File: src/hdl/cpt_pkg.sv
// Shared types and constants for the closest-point-on-triangle pipeline.
// Used by the top level, the multiplier, the checker and the testbench.
package cpt_pkg;

  localparam int CRD_W   = 32;              // coordinate word width
  localparam int DIG_W   = 32;              // multiplier digit width
  localparam int MUL_LAT = 5;               // cpt_mul register stages

  localparam int DIF_W   = CRD_W + 1;       // vertex differences
  localparam int PRD_W   = 2 * DIF_W;       // one product of two differences
  localparam int DOT_W   = PRD_W + 2;       // three-term dot product
  localparam int VP_W    = 2 * DOT_W;       // product of two dot products
  localparam int V_W     = VP_W + 1;        // region determinants va, vb, vc
  localparam int DEN_W   = V_W + 2;         // barycentric denominator
  localparam int NP_W    = DIF_W + V_W;     // direction times weight
  localparam int NUM_W   = NP_W + 1;        // offset numerator
  localparam int QB_W    = CRD_W + 2;       // quotient bits kept before saturation
  localparam int DIV_LAT = QB_W + 1;        // cpt_div register stages

  // pipeline stage of each register rank, input register is stage 0
  localparam int S_DIF   = 1;
  localparam int S_DOT   = S_DIF + MUL_LAT + 1;
  localparam int S_V     = S_DOT + MUL_LAT + 1;
  localparam int S_SEL   = S_V + 1;
  localparam int S_DEN   = S_SEL + 1;
  localparam int S_NSUM  = S_SEL + MUL_LAT + 1;
  localparam int S_NMAG  = S_NSUM + 1;
  localparam int S_NDIV  = S_NMAG + 1;
  localparam int S_QS    = S_NDIV + DIV_LAT + 1;
  localparam int S_OUT   = S_QS + 1;
  localparam int CPT_LAT = S_OUT + 1;       // accept edge to strobe sample edge

  typedef struct packed {
    logic signed [CRD_W-1:0] query_x;
    logic signed [CRD_W-1:0] query_y;
    logic signed [CRD_W-1:0] query_z;
    logic signed [CRD_W-1:0] vert_a_x;
    logic signed [CRD_W-1:0] vert_a_y;
    logic signed [CRD_W-1:0] vert_a_z;
    logic signed [CRD_W-1:0] vert_b_x;
    logic signed [CRD_W-1:0] vert_b_y;
    logic signed [CRD_W-1:0] vert_b_z;
    logic signed [CRD_W-1:0] vert_c_x;
    logic signed [CRD_W-1:0] vert_c_y;
    logic signed [CRD_W-1:0] vert_c_z;
  } in_word_t;

  typedef struct packed {
    logic signed [CRD_W-1:0] near_x;
    logic signed [CRD_W-1:0] near_y;
    logic signed [CRD_W-1:0] near_z;
  } out_word_t;

endpackage

File: src/hdl/cpt_mul.sv
// Pipelined signed multiplier built from DIG_W x DIG_W digit products.
// Five register stages: magnitude, digit products, row sums, total, sign.
// Depends on cpt_pkg.
module cpt_mul #(
  parameter int AW = 33,
  parameter int BW = 33
) (
  input  logic                    clk,
  input  logic signed [AW-1:0]    a,
  input  logic signed [BW-1:0]    b,
  output logic signed [AW+BW-1:0] p
);
  import cpt_pkg::*;

  localparam int NA = (AW + DIG_W - 1) / DIG_W;
  localparam int NB = (BW + DIG_W - 1) / DIG_W;
  localparam int PW = AW + BW;
  localparam int SW = (NA + NB) * DIG_W;

  logic [AW-1:0]         ma_c;
  logic [BW-1:0]         mb_c;
  logic [NA*DIG_W-1:0]   ma_r;
  logic [NB*DIG_W-1:0]   mb_r;
  logic [3:0]            ng_r;
  logic [2*DIG_W-1:0]    pp_r [NA][NB];
  logic [SW-1:0]         row_c [NA];
  logic [SW-1:0]         row_r [NA];
  logic [SW-1:0]         tot_c;
  logic [SW-1:0]         tot_r;
  logic signed [PW-1:0]  p_r;

  assign ma_c = a[AW-1] ? AW'(-a) : AW'(a);
  assign mb_c = b[BW-1] ? BW'(-b) : BW'(b);

  always_comb begin
    for (int i = 0; i < NA; i++) begin
      row_c[i] = '0;
      for (int j = 0; j < NB; j++) begin
        row_c[i] = row_c[i] + (SW'(pp_r[i][j]) << (j * DIG_W));
      end
    end
    tot_c = '0;
    for (int i = 0; i < NA; i++) begin
      tot_c = tot_c + (row_r[i] << (i * DIG_W));
    end
  end

  always_ff @(posedge clk) begin
    ma_r <= (NA*DIG_W)'(ma_c);
    mb_r <= (NB*DIG_W)'(mb_c);
    ng_r <= {ng_r[2:0], a[AW-1] ^ b[BW-1]};
    for (int i = 0; i < NA; i++) begin
      for (int j = 0; j < NB; j++) begin
        pp_r[i][j] <= ma_r[i*DIG_W +: DIG_W] * mb_r[j*DIG_W +: DIG_W];
      end
    end
    row_r <= row_c;
    tot_r <= tot_c;
    p_r   <= ng_r[3] ? -$signed(tot_r[PW-1:0]) : $signed(tot_r[PW-1:0]);
  end

  assign p = p_r;

endmodule

File: config.mk
export PLATFORM = sky130hd
export DESIGN_NAME = cpt_mul
export DESIGN_NICKNAME = d
export VERILOG_FILES = /design/src/hdl/cpt_pkg.sv /design/src/hdl/cpt_mul.sv
export SDC_FILE = /design/constraint.sdc
export NUM_CORES = 2
export LEC_CHECK = 0
export BUFFER_PORTS_ARGS = -buffer_cell sky130_fd_sc_hd__buf_2
export CAP_MARGIN = 30
export CORE_MARGIN = 10
export CORE_UTILIZATION = 58
export CTS_CLUSTER_SIZE = 25
export DETAILED_ROUTE_END_ITERATION = 7
export PLACE_DENSITY = 0.74
export REMOVE_ABC_BUFFERS = 1
export SYNTH_ARGS = -nofsm -noshare
export SYNTH_HDL_FRONTEND = slang
export SYNTH_SLANG_ARGS = --single-unit
File: constraint.sdc
create_clock -name clk -period 9.8 [get_ports clk]
set_input_delay 1.47 -clock clk [delete_from_list [all_inputs] [get_ports clk]]
set_output_delay 1.47 -clock clk [all_outputs]
set_load 0.05 [all_outputs]
### Word level (Yosys, flattened, before mapping)

Memories as Yosys holds them, arrays and structs flattened.
Index checks and enable logic that the tools add are counted.

* output and inout bits: 66
* RAM bits: 194
* logic and storage cells: 24
* memories: 1
* flip-flop bits (word level): 302

* add/subtract/negate cells: 6
* muxes and demuxes: 3
* $mul: 4
* bitwise gates (word level): 1

Memories
* pp_r: words 2, width 97, read ports 2, clocked after Yosys merged registers in 0, wr ports 2, line cpt_mul.sv:25 `logic [2*DIG_W-1:0] pp_r [NA][NB];`

Operators with widths (count)
* 64-bit by 66-bit adder with 66-bit output: 1
* 66-bit adder: 1
* 66-bit 2-to-1 mux: 1
* 33-bit negator: 2
* 66-bit negator: 1
* 32-bit by 32-bit multiplier with 64-bit output: 1
* 32-bit 2-to-1 mux: 2
* 34-bit adder: 1
* 1-bit by 32-bit multiplier with 33-bit output: 1
* 32-bit by 1-bit multiplier with 33-bit output: 1
* 1-bit by 1-bit multiplier with 2-bit output: 1
* 1-bit XOR: 1

### Longest topological paths before layout

* word-level depth: 2
* mapped depth: 29
* gate-level depth less buffers: 27

### Worst setup path before layout

OpenSTA, ideal clock, no wires.

* path type: register -> register
* start point: register mb_r[7]
* end point: memory pp_r[0][90] in the netlist's numbering
* arrival time: 7.314 ns
* setup slack: 2.415 ns
* cell stages (with the launch flop): 27
* clock period less this slack: 7.385 ns
* required time: 9.728 ns
* path buffers: 1
* path through: dfxtp_1 -> clkbuf_1 -> and2_1 -> fa_1 -> fa_1 -> fa_1 -> inv_1 -> fa_1 -> inv_1 -> fa_1 -> inv_1 -> fa_1 -> inv_1 -> fa_1 -> fa_1 -> ha_1 -> and3_1 -> nor3b_1 -> a31oi_1 -> a21oi_1 -> a31oi_1 -> o21a_1 -> o41ai_1 -> and3_1 -> a21oi_1 -> o21ai_0 -> xor2_1

RTL lines
* start, declared: line cpt_mul.sv:23 `logic [NB*DIG_W-1:0] mb_r;`
* start signal, assigned: line cpt_mul.sv:50 `mb_r <= (NB*DIG_W)'(mb_c);`
* end, declared: line cpt_mul.sv:25

==> impl_results.md <==
- Arrival time of the worst setup path: 9.45 ns
- Slew Viols, Final: 0
- Nets@finish: 6217
- Number of synthesized flops with an enable pin: 0
- Compound-cell area share of the yosys netlist: between 6 and 7%
- DR WL/cell: 20.1 um
- Ys async rst share: 0%
- Crit share post-route: 90.8%
- TNS Setup: 0 ns
- Htree depth: 2
- Core Box Area: 81800 um^2
- CTS clock-pin slew for the worst setup and hold paths: about 0.06 ns
- Final setup viols: 0
- Crit Path Category: reg -> reg
- Synthesized area: 47800 um^2
- Ys Warns: 0
- Post-cts resize count: 0
- Rows: about 110
- Adder-Cell Fraction of Synth Area: between 40% and 50%
- DIE WIDTH: 307 um
- Crit path max-delay family: adder cells
- Via/cell ratio: roughly 5.5
- Top cells by area, synth: fa_1 38%, dfxtp_1 18%, and2_1 9.0%
- Post-synth top area share: a little under two fifths
- Largest net degree at the start of global routing: 45
- Largest family of logic cells by synthesized area: adder cells
- Area delta synth->final: 6.62%
- # IOs: 133
- CP max-delay cell: dfxtp_1
- Crit-path max FO: 33
- Fillers: 6774
- Critical path's largest stage delay: 1.05 ns
- Most used DFF post-synth: dfxtp_1
- Post-CTS Setup Inserts: 0
- Root buffer cell: clkbuf_16
- Status: finished, final reports clean
- Gr usage total: 26.4%
- Post-synthesis mux area share: 0%
- CTS tree: yes
- Number of I/O port buffers: ~130
- Yosys reg bits: 429
- Drt drc: 0
- Initial Util: 58.4%
- Initial DRC count: 2228
- Router iterations before antenna repair: 5
- First-pass GRT wire length: 196 mm
- Distinct cell type count after synthesis: 66
- Worst Path Required: approximately 10 ns
- Final HPWL DP: between 90 and 100 mm
- Final min period: 8.90 ns
- Cell repeated most along the worst path: fa_1
- MaxCap Viol Count: 0
- Routed WL: 121 mm
- RSZ-0062 raised after global routing: no
- Die ar.: 94300 um^2
- CTS buffer count: 45
- Element type at the critical path end: register
- Hold_buf cts: 0
- Worst Hold Class: reg -> reg
- Initial antenna violation count: 4
- Post-route ant nets: 0
- Slew @ Worst Pin: 1.10 ns
- Clock tree buffer depth: 3
- Area leader, netlist: fa_1
- CP bufs+invs: 4
- Layout cells sized above 1: 6.21%
- CP startpoint kind: register
- Synth Area in XOR/XNOR: 4.51%
- Final hold vios: 0
- Grt ovf: 0
- Placer Congestion: 0.921
- FF-to-FF setup slack: 0.90 ns
- Via count: 33400
- Die Y: 307 um
- Simple-gate portion of the synthesized area: between 15 and 20%
- Mean Syn Cell Area: 9.70 um^2
- Cells after Synth: 4926
- Vias in the first global route: about 36000
- Sequential share of the synthesized area: 18.0%
- Clk sinks: 429
- Rel. slew slack: approximately a quarter
- Latest clock arrival within the worst-skew pair: 0.62 ns
- Clock skew: 0.0420 ns
- Fmax: 112 MHz
==> worst paths after layout <==
kind / start / endpoint / cells past startpoint
hold reg to reg: row_r[128] / tot_r[0] / 0
setup reg to reg: mb_r[5] / pp_r[0][90] / 25
hold / removal: row_r[128] / tot_r[0] / 0
setup / recovery: mb_r[5] / pp_r[0][90] / 25
==> worst reg2reg max path, delay by kind of cell, from the launching register on <==
kind	cells	cell delay [ns]
adder cells (fa/ha/maj)	9	4.28
flip-flops	1	1.05
AO/OA/AOI/OAI	7	2.12
AND/OR/NAND/NOR	4	1.04
XOR/XNOR	1	0.15
buffers and inverters	4	0.23
==> state kept, by name, summed over array words and instances, names as in the netlist <==
name and count:
ng_r 4, p 66, ma_r 33, tot_r 66, pp_r 129, row_r 98
mb_r 33
==> metal layers <==
metal  track usage (%)  part of all wire [%]
met1              34.2                    41
met2              43.5                    46
met3              5.39                   8.7
met4              9.57                   4.1
met5                 0                     0
==> Yosys cell counts (13+ instances only) <==
cell type	n
clkbuf_1	227
and2_1	688
o41ai_1	20
nor3_1	15
dfxtp_1	429
and3_1	20
xor2_1	42
nor2b_1	15
o21a_1	13
nand4_1	18
nor2_1	55
o31ai_1	34
nand2b_1	18
nand3_1	32
inv_1	894
fa_1	898
a31oi_1	19
xnor2_1	204
nand2_1	503
a21o_1	79
or4_1	21
or3_1	21
ha_1	331
a21oi_1	110
o21bai_1	22
o21ai_0	102
==> per-stage QoR <==
step           setup WS, ns  instance area (um^2)  std cells  utilization (%)  hold slack, ns
4_1_cts               0.975                 50900       6026             62.2           0.322
6_report              0.902                 50900       6031             62.2           0.321
2_1_floorplan          2.28                 46900       4695                -           0.310
3_3_place_gp           1.22                 49300       5942             60.2           0.310
5_1_grt               0.505                 50900       6028             62.2           0.328
3_5_place_dp          0.936                 49300       5943             60.2           0.312
==> layout make-up <==
type	instances	area [um^2]	share of cell area (%)
Antenna cell	4	10.0	0.0196
Clock inverter	26	375	0.737
Sequential cell	429	8630	16.9
Multi-Input combinational cell	3372	35000	68.6
Timing Repair Buffer	179	1030	2.03
Inverter	894	3360	6.59
Tap cell	1070	1340	2.63
Clock buffer	57	1250	2.46
==> kinds of logic (layout without fill, tap and decap cells) <==
logic type               count (synthesis)  in the layout
AND/OR/NAND/NOR                       1437           1437
adder cells (fa/ha/maj)               1229           1229
buffers and inverters                 1125           1156
AO/OA/AOI/OAI                          460            460
flip-flops                             429            429
XOR/XNOR                               246            246
other                                    0              4
==> cell usage in the layout, fill, tap and decap left out, drive strengths merged, types with 7 or more instances in the layout <==
cell / n
fa: 898
inv: 896
and2: 689
nand2: 503
dfxtp: 429
ha: 331
xnor2: 204
buf: 179
a21oi: 110
o21ai: 105
a21o: 79
clkbuf: 57
nor2: 55
xor2: 42
o31ai: 37
nand3: 32
or4: 25
o21bai: 22
or3: 22
o41ai: 22
and3: 20
a31oi: 19
nand2b: 19
nand4: 18
nor3: 15
nor2b: 15
o21a: 13
clkinv: 12
a221o: 7
a21boi: 7
Power is not shown: default switching activity piles up to over one toggle a cycle in this logic, so the estimate is an artifact.
